File: src/hdl/dgc_pkg.sv
// ----------------------------------------------------------------------------
// dgc_pkg: shared types and codes of the drag gesture classifier
// Field widths, event and gesture codes, register map and reset values.
// ----------------------------------------------------------------------------
package dgc_pkg;

    localparam int MODE_W     = 2;
    localparam int BTN_W      = 3;
    localparam int KIND_W     = 2;
    localparam int GEST_W     = 2;
    localparam int TOL_W      = 16;
    localparam int THR_W      = 8;
    localparam int CFG_IDX_W  = 1;
    localparam int CFG_DATA_W = 16;

    typedef logic [MODE_W-1:0]     t_mode;
    typedef logic [BTN_W-1:0]      t_btn;
    typedef logic [KIND_W-1:0]     t_kind;
    typedef logic [GEST_W-1:0]     t_gest;
    typedef logic [CFG_IDX_W-1:0]  t_cfg_idx;
    typedef logic [CFG_DATA_W-1:0] t_cfg_data;

    // pointer event kinds
    localparam t_mode MODE_MOVE    = 2'd0;
    localparam t_mode MODE_PRESS   = 2'd1;
    localparam t_mode MODE_RELEASE = 2'd2;

    // result kinds
    localparam t_kind KIND_NONE    = 2'd0;
    localparam t_kind KIND_PRESS   = 2'd1;
    localparam t_kind KIND_RELEASE = 2'd2;
    localparam t_kind KIND_FWD     = 2'd3;

    // latched gestures
    localparam t_gest GEST_NONE   = 2'd0;
    localparam t_gest GEST_VERT   = 2'd1;
    localparam t_gest GEST_HORIZ  = 2'd2;
    localparam t_gest GEST_CIRCLE = 2'd3;

    // register map
    localparam t_cfg_idx CFG_TOL = 1'b0;
    localparam t_cfg_idx CFG_THR = 1'b1;

    localparam logic [TOL_W-1:0] TOL_RESET = 16'd3277;
    localparam logic [THR_W-1:0] THR_RESET = 8'd10;

    // sample count saturates here; cosines start at this count
    localparam logic [1:0] SAMPLES_FULL = 2'd2;

endpackage

File: src/hdl/dgc_evt_if.sv
// ----------------------------------------------------------------------------
// dgc_evt_if: pointer event channel
// Valid/ready channel carrying one pointer event per request.
// ----------------------------------------------------------------------------
interface dgc_evt_if import dgc_pkg::*; #(
    parameter int COORD_BITS = 16
);
    logic                         valid;
    logic                         ready;
    t_mode                        mode;
    t_btn                         button_id;
    logic signed [COORD_BITS-1:0] x_pos;
    logic signed [COORD_BITS-1:0] y_pos;

    modport source (output valid, mode, button_id, x_pos, y_pos, input ready);
    modport sink   (input valid, mode, button_id, x_pos, y_pos, output ready);
endinterface

File: src/hdl/dgc_res_if.sv
// ----------------------------------------------------------------------------
// dgc_res_if: classifier result channel
// Valid/ready channel carrying one result per request.
// ----------------------------------------------------------------------------
interface dgc_res_if import dgc_pkg::*; #(
    parameter int COORD_BITS = 16
);
    logic                         valid;
    logic                         ready;
    t_kind                        event_kind;
    t_gest                        gesture;
    logic                         held_valid;
    t_btn                         held_button;
    logic signed [COORD_BITS-1:0] out_x;
    logic signed [COORD_BITS-1:0] out_y;

    modport source (output valid, event_kind, gesture, held_valid, held_button,
                    out_x, out_y, input ready);
    modport sink   (input valid, event_kind, gesture, held_valid, held_button,
                    out_x, out_y, output ready);
endinterface

File: src/hdl/drag_gesture_classifier_core.sv
// ----------------------------------------------------------------------------
// drag_gesture_classifier_core: drag gesture classifier
// Pointer events in (i_evt), one result per event out (o_res). Each event is
// a request on a valid/ready channel; configuration is a plain write port
// (i_cfg_we, i_cfg_index, i_cfg_data) to be used only while the block is idle;
// the user must keep to this, the block does not enforce it. Press, release,
// forwarded and absorbed moves pass through decode and emit to the output
// register. A sampling move (every second move while a button is held and
// no gesture is latched) runs through one shared (COORD_BITS+1)-bit
// multiplier for 10 products, then a bit-pair square root and a
// FRACTION_BITS+1 bit restoring divide on its way to the output register.
// A zero-length motion skips the root and divide, and the first sampling
// move after a press only records its motion.
// One event is in work at a time; i_evt.ready is high only while idle, and
// a finished result waits in the output register while the next event is
// taken. When the receiver stalls, a second result holds in the core until
// the output register frees up. Reset (synchronous, active low) drops any
// pending result, clears the tracking state and restores register values.
// ----------------------------------------------------------------------------
module drag_gesture_classifier_core import dgc_pkg::*; #(
    parameter int COORD_BITS    = 16,
    parameter int FRACTION_BITS = 15,
    parameter int TALLY_BITS    = 8
) (
    input  logic       i_clk,
    input  logic       i_rst_n,
    dgc_evt_if.sink    i_evt,
    dgc_res_if.source  o_res,
    input  logic       i_cfg_we,
    input  t_cfg_idx   i_cfg_index,
    input  t_cfg_data  i_cfg_data
);

    localparam int H     = COORD_BITS + 1;      // delta and magnitude width
    localparam int PW    = 2 * H;               // product width
    localparam int P4W   = 4 * H;               // |a|^2 * |b|^2 width
    localparam int RW    = 2 * H + 2;           // root remainder width
    localparam int DRW   = 2 * H + 1;           // divide remainder width
    localparam int QW    = FRACTION_BITS + 1;
    localparam int CW    = FRACTION_BITS + 2;   // signed cosine width
    localparam int DIFW  = (FRACTION_BITS + 3 > TOL_W + 1) ? FRACTION_BITS + 3 : TOL_W + 1;
    localparam int TCW   = (TALLY_BITS > THR_W) ? TALLY_BITS : THR_W;
    localparam int ITERS = (2 * H > QW) ? 2 * H : QW;
    localparam int CNT_W = $clog2(ITERS + 1);

    localparam logic [2:0] S_IDLE   = 3'd0;
    localparam logic [2:0] S_DECODE = 3'd1;
    localparam logic [2:0] S_MUL    = 3'd2;
    localparam logic [2:0] S_ACC    = 3'd3;
    localparam logic [2:0] S_SQRT   = 3'd4;
    localparam logic [2:0] S_DIV    = 3'd5;
    localparam logic [2:0] S_FINISH = 3'd6;
    localparam logic [2:0] S_EMIT   = 3'd7;

    // product steps of the shared multiplier
    localparam logic [CNT_W-1:0] P_AXX = CNT_W'(0);
    localparam logic [CNT_W-1:0] P_AYY = CNT_W'(1);
    localparam logic [CNT_W-1:0] P_BXX = CNT_W'(2);
    localparam logic [CNT_W-1:0] P_BYY = CNT_W'(3);
    localparam logic [CNT_W-1:0] P_AXB = CNT_W'(4);
    localparam logic [CNT_W-1:0] P_AYB = CNT_W'(5);
    localparam logic [CNT_W-1:0] P_LL  = CNT_W'(6);
    localparam logic [CNT_W-1:0] P_LH  = CNT_W'(7);
    localparam logic [CNT_W-1:0] P_HL  = CNT_W'(8);
    localparam logic [CNT_W-1:0] P_HH  = CNT_W'(9);

    localparam logic [CNT_W-1:0] SQRT_LAST = CNT_W'(2 * H - 1);
    localparam logic [CNT_W-1:0] DIV_LAST  = CNT_W'(QW - 1);
    localparam logic [TALLY_BITS-1:0] TALLY_MAX = {TALLY_BITS{1'b1}};

    function automatic logic [H-1:0] f_mag(input logic [H-1:0] v);
        return v[H-1] ? (~v + 1'b1) : v;
    endfunction

    // control and config
    logic [2:0]             r_state, n_state;
    logic [CNT_W-1:0]       r_step, n_step;
    logic [TOL_W-1:0]       r_tol, n_tol;
    logic [THR_W-1:0]       r_thr, n_thr;
    // captured event
    t_mode                  r_mode, n_mode;
    t_btn                   r_btn, n_btn;
    logic [COORD_BITS-1:0]  r_x, n_x;
    logic [COORD_BITS-1:0]  r_y, n_y;
    t_kind                  r_kind, n_kind;
    // tracking state
    logic                   r_holding, n_holding;
    t_btn                   r_held_id, n_held_id;
    t_gest                  r_latched, n_latched;
    logic                   r_parity, n_parity;
    logic [1:0]             r_samples, n_samples;
    logic [COORD_BITS-1:0]  r_last_x, n_last_x;
    logic [COORD_BITS-1:0]  r_last_y, n_last_y;
    logic [H-1:0]           r_mdx, n_mdx;
    logic [H-1:0]           r_mdy, n_mdy;
    logic [CW-1:0]          r_prev_cos, n_prev_cos;
    logic                   r_prev_def, n_prev_def;
    logic [TALLY_BITS-1:0]  r_circ, n_circ;
    logic [TALLY_BITS-1:0]  r_straight, n_straight;
    // arithmetic datapath
    logic [H-1:0]           r_max, n_max, r_may, n_may, r_mbx, n_mbx, r_mby, n_mby;
    logic                   r_sax, n_sax, r_say, n_say, r_sbx, n_sbx, r_sby, n_sby;
    logic [PW-1:0]          r_prod, n_prod;
    logic [PW-1:0]          r_la, n_la, r_lb, n_lb, r_sx, n_sx, r_sy, n_sy;
    logic [PW:0]            r_dot, n_dot;
    logic [P4W-1:0]         r_p, n_p;
    logic [RW-1:0]          r_rem, n_rem;
    logic [PW-1:0]          r_root, n_root;
    logic [DRW-1:0]         r_drem, n_drem;
    logic [QW-1:0]          r_q, n_q;
    // output register
    logic                   r_out_valid, n_out_valid;
    t_kind                  r_o_kind, n_o_kind;
    t_gest                  r_o_gest, n_o_gest;
    logic                   r_o_hv, n_o_hv;
    t_btn                   r_o_hb, n_o_hb;
    logic [COORD_BITS-1:0]  r_o_x, n_o_x, r_o_y, n_o_y;

    // combinational helpers
    logic [H-1:0]           dx_new, dy_new;
    logic [H-1:0]           op_a, op_b;
    logic [PW-1:0]          mul_out;
    logic                   term_neg;
    logic [PW:0]            term;
    logic [RW-1:0]          sq_rem2, sq_trial;
    logic [PW-1:0]          dot_mag;
    logic                   div_bit;
    logic [DRW-1:0]         dv_rem2;
    logic                   cos_def;
    logic [CW-1:0]          cur_mag, cur_cos;
    logic [DIFW-1:0]        cos_diff, cos_adiff;
    logic                   steady;
    logic [PW-1:0]          sq_ad;
    logic [PW+2:0]          diag_lhs, diag_rhs;
    logic                   is_circ;
    logic [TCW-1:0]         straight_ext, circ_ext, thr_ext;

    assign i_evt.ready       = (r_state == S_IDLE);
    assign o_res.valid       = r_out_valid;
    assign o_res.event_kind  = r_o_kind;
    assign o_res.gesture     = r_o_gest;
    assign o_res.held_valid  = r_o_hv;
    assign o_res.held_button = r_o_hb;
    assign o_res.out_x       = r_o_x;
    assign o_res.out_y       = r_o_y;

    assign dx_new = {r_x[COORD_BITS-1], r_x} - {r_last_x[COORD_BITS-1], r_last_x};
    assign dy_new = {r_y[COORD_BITS-1], r_y} - {r_last_y[COORD_BITS-1], r_last_y};

    // operand select for the shared multiplier
    always_comb begin
        op_a     = r_max;
        op_b     = r_max;
        term_neg = 1'b0;
        case (r_step)
            P_AXX: begin op_a = r_max; op_b = r_max; end
            P_AYY: begin op_a = r_may; op_b = r_may; end
            P_BXX: begin op_a = r_mbx; op_b = r_mbx; end
            P_BYY: begin op_a = r_mby; op_b = r_mby; end
            P_AXB: begin op_a = r_max; op_b = r_mbx; term_neg = r_sax ^ r_sbx; end
            P_AYB: begin op_a = r_may; op_b = r_mby; term_neg = r_say ^ r_sby; end
            P_LL:  begin op_a = r_la[H-1:0];  op_b = r_lb[H-1:0];  end
            P_LH:  begin op_a = r_la[H-1:0];  op_b = r_lb[PW-1:H]; end
            P_HL:  begin op_a = r_la[PW-1:H]; op_b = r_lb[H-1:0];  end
            P_HH:  begin op_a = r_la[PW-1:H]; op_b = r_lb[PW-1:H]; end
            default: begin op_a = r_max; op_b = r_max; end
        endcase
    end

    // full-width product of the two operands
    assign mul_out = op_a * op_b;

    assign term = term_neg ? (~{1'b0, r_prod} + 1'b1) : {1'b0, r_prod};

    // square root: one result bit per cycle
    assign sq_rem2  = {r_rem[RW-3:0], r_p[P4W-1 -: 2]};
    assign sq_trial = {r_root, 2'b01};

    // divide: first brought-down bit is the low bit of |dot|, then zeros
    assign dot_mag = r_dot[PW] ? PW'(~r_dot + 1'b1) : r_dot[PW-1:0];
    assign div_bit = (r_step == '0) ? dot_mag[0] : 1'b0;
    assign dv_rem2 = {r_drem[DRW-2:0], div_bit};

    // sample classification
    assign cos_def   = (r_la != '0) && (r_lb != '0);
    assign cur_mag   = {1'b0, r_q};
    assign cur_cos   = r_dot[PW] ? (~cur_mag + 1'b1) : cur_mag;
    assign cos_diff  = {{(DIFW-CW){cur_cos[CW-1]}}, cur_cos}
                     - {{(DIFW-CW){r_prev_cos[CW-1]}}, r_prev_cos};
    assign cos_adiff = cos_diff[DIFW-1] ? (~cos_diff + 1'b1) : cos_diff;
    assign steady    = cos_adiff < DIFW'(r_tol);
    assign sq_ad     = (r_sx > r_sy) ? (r_sx - r_sy) : (r_sy - r_sx);
    // diagonal when 5*|sx - sy| < 4*(sx + sy)
    assign diag_lhs  = {1'b0, sq_ad, 2'b00} + (PW+3)'(sq_ad);
    assign diag_rhs  = {(PW+1)'(r_sx) + (PW+1)'(r_sy), 2'b00};
    assign is_circ   = !cos_def || !r_prev_def || !steady || (diag_lhs < diag_rhs);
    assign thr_ext   = TCW'(r_thr);

    always_comb begin
        n_state     = r_state;
        n_step      = r_step;
        n_tol       = r_tol;
        n_thr       = r_thr;
        n_mode      = r_mode;
        n_btn       = r_btn;
        n_x         = r_x;
        n_y         = r_y;
        n_kind      = r_kind;
        n_holding   = r_holding;
        n_held_id   = r_held_id;
        n_latched   = r_latched;
        n_parity    = r_parity;
        n_samples   = r_samples;
        n_last_x    = r_last_x;
        n_last_y    = r_last_y;
        n_mdx       = r_mdx;
        n_mdy       = r_mdy;
        n_prev_cos  = r_prev_cos;
        n_prev_def  = r_prev_def;
        n_circ      = r_circ;
        n_straight  = r_straight;
        n_max       = r_max;
        n_may       = r_may;
        n_mbx       = r_mbx;
        n_mby       = r_mby;
        n_sax       = r_sax;
        n_say       = r_say;
        n_sbx       = r_sbx;
        n_sby       = r_sby;
        n_prod      = r_prod;
        n_la        = r_la;
        n_lb        = r_lb;
        n_sx        = r_sx;
        n_sy        = r_sy;
        n_dot       = r_dot;
        n_p         = r_p;
        n_rem       = r_rem;
        n_root      = r_root;
        n_drem      = r_drem;
        n_q         = r_q;
        n_out_valid = r_out_valid;
        n_o_kind    = r_o_kind;
        n_o_gest    = r_o_gest;
        n_o_hv      = r_o_hv;
        n_o_hb      = r_o_hb;
        n_o_x       = r_o_x;
        n_o_y       = r_o_y;
        straight_ext = TCW'(r_straight);
        circ_ext     = TCW'(r_circ);

        if (i_cfg_we) begin
            case (i_cfg_index)
                CFG_TOL: n_tol = i_cfg_data[TOL_W-1:0];
                CFG_THR: n_thr = i_cfg_data[THR_W-1:0];
                default: ;
            endcase
        end

        if (r_out_valid && o_res.ready) begin
            n_out_valid = 1'b0;
        end

        case (r_state)
            S_IDLE: begin
                if (i_evt.valid) begin
                    n_mode  = i_evt.mode;
                    n_btn   = i_evt.button_id;
                    n_x     = i_evt.x_pos;
                    n_y     = i_evt.y_pos;
                    n_state = S_DECODE;
                end
            end

            S_DECODE: begin
                n_kind  = KIND_NONE;
                n_state = S_EMIT;
                case (r_mode)
                    MODE_PRESS: begin
                        if (!r_holding) begin
                            n_holding  = 1'b1;
                            n_held_id  = r_btn;
                            n_latched  = GEST_NONE;
                            n_parity   = 1'b0;
                            n_samples  = '0;
                            n_last_x   = '0;
                            n_last_y   = '0;
                            n_mdx      = {r_x[COORD_BITS-1], r_x};
                            n_mdy      = {r_y[COORD_BITS-1], r_y};
                            n_prev_cos = '0;
                            n_prev_def = 1'b1;
                            n_circ     = '0;
                            n_straight = '0;
                            n_kind     = KIND_PRESS;
                        end
                    end
                    MODE_RELEASE: begin
                        if (r_holding && (r_held_id == r_btn)) begin
                            n_holding = 1'b0;
                            n_kind    = KIND_RELEASE;
                        end
                    end
                    MODE_MOVE: begin
                        if (r_latched != GEST_NONE) begin
                            n_kind = KIND_FWD;
                        end else if (r_holding) begin
                            n_parity = ~r_parity;
                            if (r_parity) begin
                                // sampling move: old motion is a, new motion is b
                                if (r_samples != SAMPLES_FULL) begin
                                    n_samples = r_samples + 2'd1;
                                end
                                n_last_x = r_x;
                                n_last_y = r_y;
                                n_mdx    = dx_new;
                                n_mdy    = dy_new;
                                n_max    = f_mag(r_mdx);
                                n_may    = f_mag(r_mdy);
                                n_sax    = r_mdx[H-1];
                                n_say    = r_mdy[H-1];
                                n_mbx    = f_mag(dx_new);
                                n_mby    = f_mag(dy_new);
                                n_sbx    = dx_new[H-1];
                                n_sby    = dy_new[H-1];
                                if (r_samples != '0) begin
                                    n_step  = P_AXX;
                                    n_state = S_MUL;
                                end
                            end
                        end
                    end
                    default: ;
                endcase
            end

            S_MUL: begin
                n_prod  = mul_out;
                n_state = S_ACC;
            end

            S_ACC: begin
                n_step  = r_step + 1'b1;
                n_state = S_MUL;
                case (r_step)
                    P_AXX: n_la = r_prod;
                    P_AYY: n_la = r_la + r_prod;
                    P_BXX: n_sx = r_prod;
                    P_BYY: begin
                        n_sy = r_prod;
                        n_lb = r_sx + r_prod;
                    end
                    P_AXB: n_dot = term;
                    P_AYB: begin
                        n_dot = r_dot + term;
                        // zero-length vector: no cosine
                        if (!cos_def) begin
                            n_state = S_FINISH;
                        end
                    end
                    P_LL:  n_p = P4W'(r_prod);
                    P_LH:  n_p = r_p + (P4W'(r_prod) << H);
                    P_HL:  n_p = r_p + (P4W'(r_prod) << H);
                    P_HH: begin
                        n_p     = r_p + (P4W'(r_prod) << (2 * H));
                        n_rem   = '0;
                        n_root  = '0;
                        n_step  = '0;
                        n_state = S_SQRT;
                    end
                    default: ;
                endcase
            end

            S_SQRT: begin
                n_p    = r_p << 2;
                n_step = r_step + 1'b1;
                if (sq_rem2 >= sq_trial) begin
                    n_rem  = sq_rem2 - sq_trial;
                    n_root = {r_root[PW-2:0], 1'b1};
                end else begin
                    n_rem  = sq_rem2;
                    n_root = {r_root[PW-2:0], 1'b0};
                end
                if (r_step == SQRT_LAST) begin
                    n_drem  = {2'b00, dot_mag[PW-1:1]};
                    n_q     = '0;
                    n_step  = '0;
                    n_state = S_DIV;
                end
            end

            S_DIV: begin
                n_step = r_step + 1'b1;
                if (dv_rem2 >= {1'b0, r_root}) begin
                    n_drem = dv_rem2 - {1'b0, r_root};
                    n_q    = {r_q[QW-2:0], 1'b1};
                end else begin
                    n_drem = dv_rem2;
                    n_q    = {r_q[QW-2:0], 1'b0};
                end
                if (r_step == DIV_LAST) begin
                    n_state = S_FINISH;
                end
            end

            S_FINISH: begin
                n_prev_cos = cos_def ? cur_cos : '0;
                n_prev_def = cos_def;
                if (is_circ) begin
                    if (r_circ != TALLY_MAX) begin
                        n_circ = r_circ + 1'b1;
                    end
                end else begin
                    if (r_straight != TALLY_MAX) begin
                        n_straight = r_straight + 1'b1;
                    end
                end
                straight_ext = TCW'(n_straight);
                circ_ext     = TCW'(n_circ);
                if (straight_ext > thr_ext) begin
                    n_latched = (r_sx < r_sy) ? GEST_VERT : GEST_HORIZ;
                end else if (circ_ext > thr_ext) begin
                    n_latched = GEST_CIRCLE;
                end
                n_state = S_EMIT;
            end

            S_EMIT: begin
                if (!r_out_valid || o_res.ready) begin
                    n_out_valid = 1'b1;
                    n_o_kind    = r_kind;
                    n_o_gest    = r_latched;
                    n_o_hv      = r_holding;
                    n_o_hb      = r_holding ? r_held_id : '0;
                    n_o_x       = r_x;
                    n_o_y       = r_y;
                    n_state     = S_IDLE;
                end
            end

            default: n_state = S_IDLE;
        endcase
    end

    always_ff @(posedge i_clk) begin
        if (!i_rst_n) begin
            r_state     <= S_IDLE;
            r_step      <= '0;
            r_tol       <= TOL_RESET;
            r_thr       <= THR_RESET;
            r_holding   <= 1'b0;
            r_held_id   <= '0;
            r_latched   <= GEST_NONE;
            r_parity    <= 1'b0;
            r_samples   <= '0;
            r_last_x    <= '0;
            r_last_y    <= '0;
            r_mdx       <= '0;
            r_mdy       <= '0;
            r_prev_cos  <= '0;
            r_prev_def  <= 1'b1;
            r_circ      <= '0;
            r_straight  <= '0;
            r_out_valid <= 1'b0;
        end else begin
            r_state     <= n_state;
            r_step      <= n_step;
            r_tol       <= n_tol;
            r_thr       <= n_thr;
            r_holding   <= n_holding;
            r_held_id   <= n_held_id;
            r_latched   <= n_latched;
            r_parity    <= n_parity;
            r_samples   <= n_samples;
            r_last_x    <= n_last_x;
            r_last_y    <= n_last_y;
            r_mdx       <= n_mdx;
            r_mdy       <= n_mdy;
            r_prev_cos  <= n_prev_cos;
            r_prev_def  <= n_prev_def;
            r_circ      <= n_circ;
            r_straight  <= n_straight;
            r_out_valid <= n_out_valid;
        end
    end

    // payload and datapath registers
    always_ff @(posedge i_clk) begin
        r_mode   <= n_mode;
        r_btn    <= n_btn;
        r_x      <= n_x;
        r_y      <= n_y;
        r_kind   <= n_kind;
        r_max    <= n_max;
        r_may    <= n_may;
        r_mbx    <= n_mbx;
        r_mby    <= n_mby;
        r_sax    <= n_sax;
        r_say    <= n_say;
        r_sbx    <= n_sbx;
        r_sby    <= n_sby;
        r_prod   <= n_prod;
        r_la     <= n_la;
        r_lb     <= n_lb;
        r_sx     <= n_sx;
        r_sy     <= n_sy;
        r_dot    <= n_dot;
        r_p      <= n_p;
        r_rem    <= n_rem;
        r_root   <= n_root;
        r_drem   <= n_drem;
        r_q      <= n_q;
        r_o_kind <= n_o_kind;
        r_o_gest <= n_o_gest;
        r_o_hv   <= n_o_hv;
        r_o_hb   <= n_o_hb;
        r_o_x    <= n_o_x;
        r_o_y    <= n_o_y;
    end

endmodule

File: src/flat_wrapper.sv
// flat-port wrapper written by rule: the top's interface ports become plain ports
module drag_gesture_classifier_core_flat import dgc_pkg::*;
#(
    parameter int COORD_BITS    = 16,
    parameter int FRACTION_BITS = 15,
    parameter int TALLY_BITS    = 8
)
  (i_clk, i_rst_n, i_cfg_we, i_cfg_index, i_cfg_data, i_evt_valid, i_evt_mode, i_evt_button_id, i_evt_x_pos, i_evt_y_pos, i_evt_ready, o_res_valid, o_res_event_kind, o_res_gesture, o_res_held_valid, o_res_held_button, o_res_out_x, o_res_out_y, o_res_ready);
  dgc_evt_if #(.COORD_BITS(COORD_BITS)) i_evt_i ();
  dgc_res_if #(.COORD_BITS(COORD_BITS)) o_res_i ();
  input  logic i_clk;
  input  logic i_rst_n;
  input  logic i_cfg_we;
  input  t_cfg_idx i_cfg_index;
  input  t_cfg_data i_cfg_data;
  input wire logic [$bits(i_evt_i.valid)-1:0] i_evt_valid;
  input wire logic [$bits(i_evt_i.mode)-1:0] i_evt_mode;
  input wire logic [$bits(i_evt_i.button_id)-1:0] i_evt_button_id;
  input wire logic [$bits(i_evt_i.x_pos)-1:0] i_evt_x_pos;
  input wire logic [$bits(i_evt_i.y_pos)-1:0] i_evt_y_pos;
  output wire logic [$bits(i_evt_i.ready)-1:0] i_evt_ready;
  output wire logic [$bits(o_res_i.valid)-1:0] o_res_valid;
  output wire logic [$bits(o_res_i.event_kind)-1:0] o_res_event_kind;
  output wire logic [$bits(o_res_i.gesture)-1:0] o_res_gesture;
  output wire logic [$bits(o_res_i.held_valid)-1:0] o_res_held_valid;
  output wire logic [$bits(o_res_i.held_button)-1:0] o_res_held_button;
  output wire logic [$bits(o_res_i.out_x)-1:0] o_res_out_x;
  output wire logic [$bits(o_res_i.out_y)-1:0] o_res_out_y;
  input wire logic [$bits(o_res_i.ready)-1:0] o_res_ready;
  assign i_evt_i.valid = i_evt_valid;
  assign i_evt_i.mode = i_evt_mode;
  assign i_evt_i.button_id = i_evt_button_id;
  assign i_evt_i.x_pos = i_evt_x_pos;
  assign i_evt_i.y_pos = i_evt_y_pos;
  assign i_evt_ready = i_evt_i.ready;
  assign o_res_valid = o_res_i.valid;
  assign o_res_event_kind = o_res_i.event_kind;
  assign o_res_gesture = o_res_i.gesture;
  assign o_res_held_valid = o_res_i.held_valid;
  assign o_res_held_button = o_res_i.held_button;
  assign o_res_out_x = o_res_i.out_x;
  assign o_res_out_y = o_res_i.out_y;
  assign o_res_i.ready = o_res_ready;
  drag_gesture_classifier_core #(.COORD_BITS(COORD_BITS), .FRACTION_BITS(FRACTION_BITS), .TALLY_BITS(TALLY_BITS)) u_core (.i_clk(i_clk), .i_rst_n(i_rst_n), .i_evt(i_evt_i), .o_res(o_res_i), .i_cfg_we(i_cfg_we), .i_cfg_index(i_cfg_index), .i_cfg_data(i_cfg_data));
endmodule
File: config.mk
export PLATFORM = sky130hd
export DESIGN_NAME = drag_gesture_classifier_core_flat
export DESIGN_NICKNAME = d
export VERILOG_FILES = /design/src/hdl/dgc_pkg.sv /design/src/hdl/dgc_evt_if.sv /design/src/hdl/dgc_res_if.sv /design/src/hdl/drag_gesture_classifier_core.sv /design/src/flat_wrapper.sv
export SDC_FILE = /design/constraint.sdc
export NUM_CORES = 2
export LEC_CHECK = 0
export ABC_CLOCK_PERIOD_IN_PS = 13100
export BUFFER_PORTS_ARGS = -buffer_cell sky130_fd_sc_hd__buf_2
export CAP_MARGIN = 20
export CORE_MARGIN = 1
export CORE_UTILIZATION = 41
export CTS_BUF_LIST = sky130_fd_sc_hd__clkbuf_4 sky130_fd_sc_hd__clkbuf_8
export DETAILED_ROUTE_END_ITERATION = 10
export SLEW_MARGIN = 5
export SYNTH_ARGS = -nofsm -noshare
export SYNTH_HDL_FRONTEND = slang
export SYNTH_SLANG_ARGS = --single-unit
File: constraint.sdc
create_clock -name i_clk -period 13.1 [get_ports i_clk]
set_clock_uncertainty 0.05 [all_clocks]
set_input_delay 1.31 -clock i_clk [delete_from_list [all_inputs] [get_ports i_clk]]
set_output_delay 1.31 -clock i_clk [all_outputs]
set_load 0.01 [all_outputs]
==> metrics.txt <==
Inst Count DP=8608; register area share after synthesis=31.5%; most used cell along the critical path=a21oi_1; status=complete, no violations; drt initial violations=4159; first-pass GRT wire length=277000 um; CTS tree=yes; FF+latch area=19100 um^2; Final nets=7729; Die Ht=387 um; Post-Syn Instances=6715; final hold viol count=0; fin crit share=91.9%; initial antenna violation count=5; Placer Congestion=0.952; largest net degree at the start of global routing=82; Post-DRT Antenna Nets=0; CTS sink cnt=685; number of synthesized flops with an enable pin=542; leading cell types in the layout, fill and taps excluded=nand2_1, nor2_1, ha_1, inv_1, edfxtp_1; FILL cells=14200; Distinct cells, synth=96; Crit Path Class=register to register; vias in the first global route=48300; Worst Tran Pin Value=1120 ps; CP max FO=25; DRC viols=0; Ys Warns=0; Synthesized Nets=7617; design area=66500 um^2; number of buffers created by CTS=132; IO buf count=100; core area=146000 um^2; synthesized area per cell=9.05 um^2; vias=50100; synthesized area=60800 um^2; most common cell after layout, fill and taps aside=nand2_1; CP required=13780 ps; CP Launch Type=register; final wirelength=177000 um; Initial Util=41.5%; asr flop ratio synth=0%; # rows=140; Period minus WS final=12040 ps; Multi-input gate area=38600 um^2; Die Wd=387 um; clk root buf=clkbuf_8; pre-CTS setup slack=1260 ps; setup tns final=0 ps; post-CTS setup buffer count=0; flops & latches, synth=685; f_max=83.0 MHz; total grt overflow=0; post-cts sizing count=0; I/O Pins=101; WL/cell=20.0 um; Final WS setup=1060 ps; CP max-delay cell=nor4_1; Crit path largest cell delay=820 ps; Area growth syn-to-layout=9.52%; clock-pin slew of the registers on the worst-case setup and hold paths=60 ps; Final Non-Filler Cells=8848; later-pin clock latency in the skew report=880 ps; die area=150000 um^2; class of the worst hold path=register to register; Pre-antenna DRT Iters=9; crit path capture type=register; CTS max path bufs=3; Max H-tree Level=4; Final Max Slew Viols=0; fraction of layout instances using a drive strength above 1=7.55%; hold buffer count at cts=0; RSZ-0062 raised after global routing=false; post-place instance area=63700 um^2; top_reg_cell synth=edfxtp_1; CP Data Arrival Time=12720 ps; Max Cap Viol=0; dpl hpwl=133000 um; Slew headroom=24.9%; Tot GR Track Use=23.3%; Final setup violation count=0; Avg Vias per Cell=5.66
-- cell usage after synthesis (46+ instances only) --
master    number  share of area [%]
clkbuf_1     206                1.3
a211oi_1      55               0.68
o21bai_1      65               0.80
nand2_1      669                4.1
a31oi_1       88               0.91
xor2_1       180                2.6
mux2i_1       67                1.1
nor4_1        46               0.47
and2_1        61               0.63
edfxtp_1     542                 27
inv_1        594                3.7
ha_1         606                 12
a21oi_1      499                4.1
dfxtp_1      143                4.7
a22o_1        50               0.72
o21ai_0      277                2.3
nor2b_1      103                1.1
a21o_1       169                2.1
fa_1         237                7.8
nor3_1       113               0.93
a22oi_1       56               0.69
nand3_1      113               0.93
nand2b_1      73               0.75
xnor2_1      352                5.1
o21a_1        66               0.82
o31ai_1       47               0.58
nand4_1       54               0.56
nor2_1       619                3.8
-- worst max-delay path, delay by kind of cell, from the launching register on --
| family | cells | cell delay [ps] |
|---|---|---|
| xor+xnor | 2 | 430 |
| buf+inv | 1 | 220 |
| fa+ha+maj | 4 | 1390 |
| compound gates | 25 | 5330 |
| simple gates | 12 | 3180 |
| flops | 1 | 440 |
| mux | 3 | 860 |
-- registers in the layout, indices dropped and copies added (netlist names), 34 cells and up --
| name | count |
|---|---|
| u_core.r_dot | 35 |
| u_core.r_drem | 34 |
| u_core.r_la | 34 |
| u_core.r_lb | 34 |
| u_core.r_p | 68 |
| u_core.r_prod | 34 |
| u_core.r_rem | 34 |
| u_core.r_root | 34 |
| u_core.r_sx | 34 |
| u_core.r_sy | 34 |
-- layer usage --
| layer | GRT usage (%) | part of all wire, % |
|---|---|---|
| met1 | 31.6 | 45 |
| met2 | 37.7 | 46 |
| met3 | 3.25 | 5.8 |
| met5 | 0 | 0 |
| met4 | 8.16 | 3.3 |
-- worst paths after layout --
check	slack [ps]	cells past startpoint	to	startpoint
setup / recovery	1060	47	u_core.r_latched[1]	u_core.r_sx[29]
hold / removal	380	0	u_core.o_res.event_kind[1]	u_core.r_kind[1]
hold reg to reg	380	0	u_core.o_res.event_kind[1]	u_core.r_kind[1]
setup reg to reg	1060	47	u_core.r_latched[1]	u_core.r_sx[29]
-- final cells by class --
type,instances,share of cell area [%]
Clock buffer,182,3.37
Multi-Input combinational cell,5194,58.0
Clock inverter,53,0.775
Inverter,598,3.37
Tap cell,1917,3.60
Antenna cell,3,0.0113
Timing Repair Buffer,216,2.09
Sequential cell,685,28.8
-- metrics by stage --
step | util, % | hold slack [ps]
after floorplan | - | 350
after global placement | 43.5 | 357
after detailed placement | 43.5 | 359
after CTS | 45.4 | 380
after global routing | 45.4 | 389
final | 45.4 | 377
-- cell families (layout without fill, tap and decap cells) --
family | count (synthesis) | in the layout | share of synthesized area [%]
AOI/OAI and AO/OA | 1708 | 1708 | 18.6
xor gates and xnor gates | 534 | 534 | 7.74
adders and majority gates | 843 | 843 | 20.3
buffers and inverters | 836 | 1049 | 5.22
DFF | 685 | 685 | 31.5
muxes | 78 | 78 | 1.32
other | 0 | 3 | 0
and+or+nand+nor | 2031 | 2031 | 15.4
Power is not shown: default switching activity piles up to over one toggle a cycle in this logic, so the estimate is an artifact.
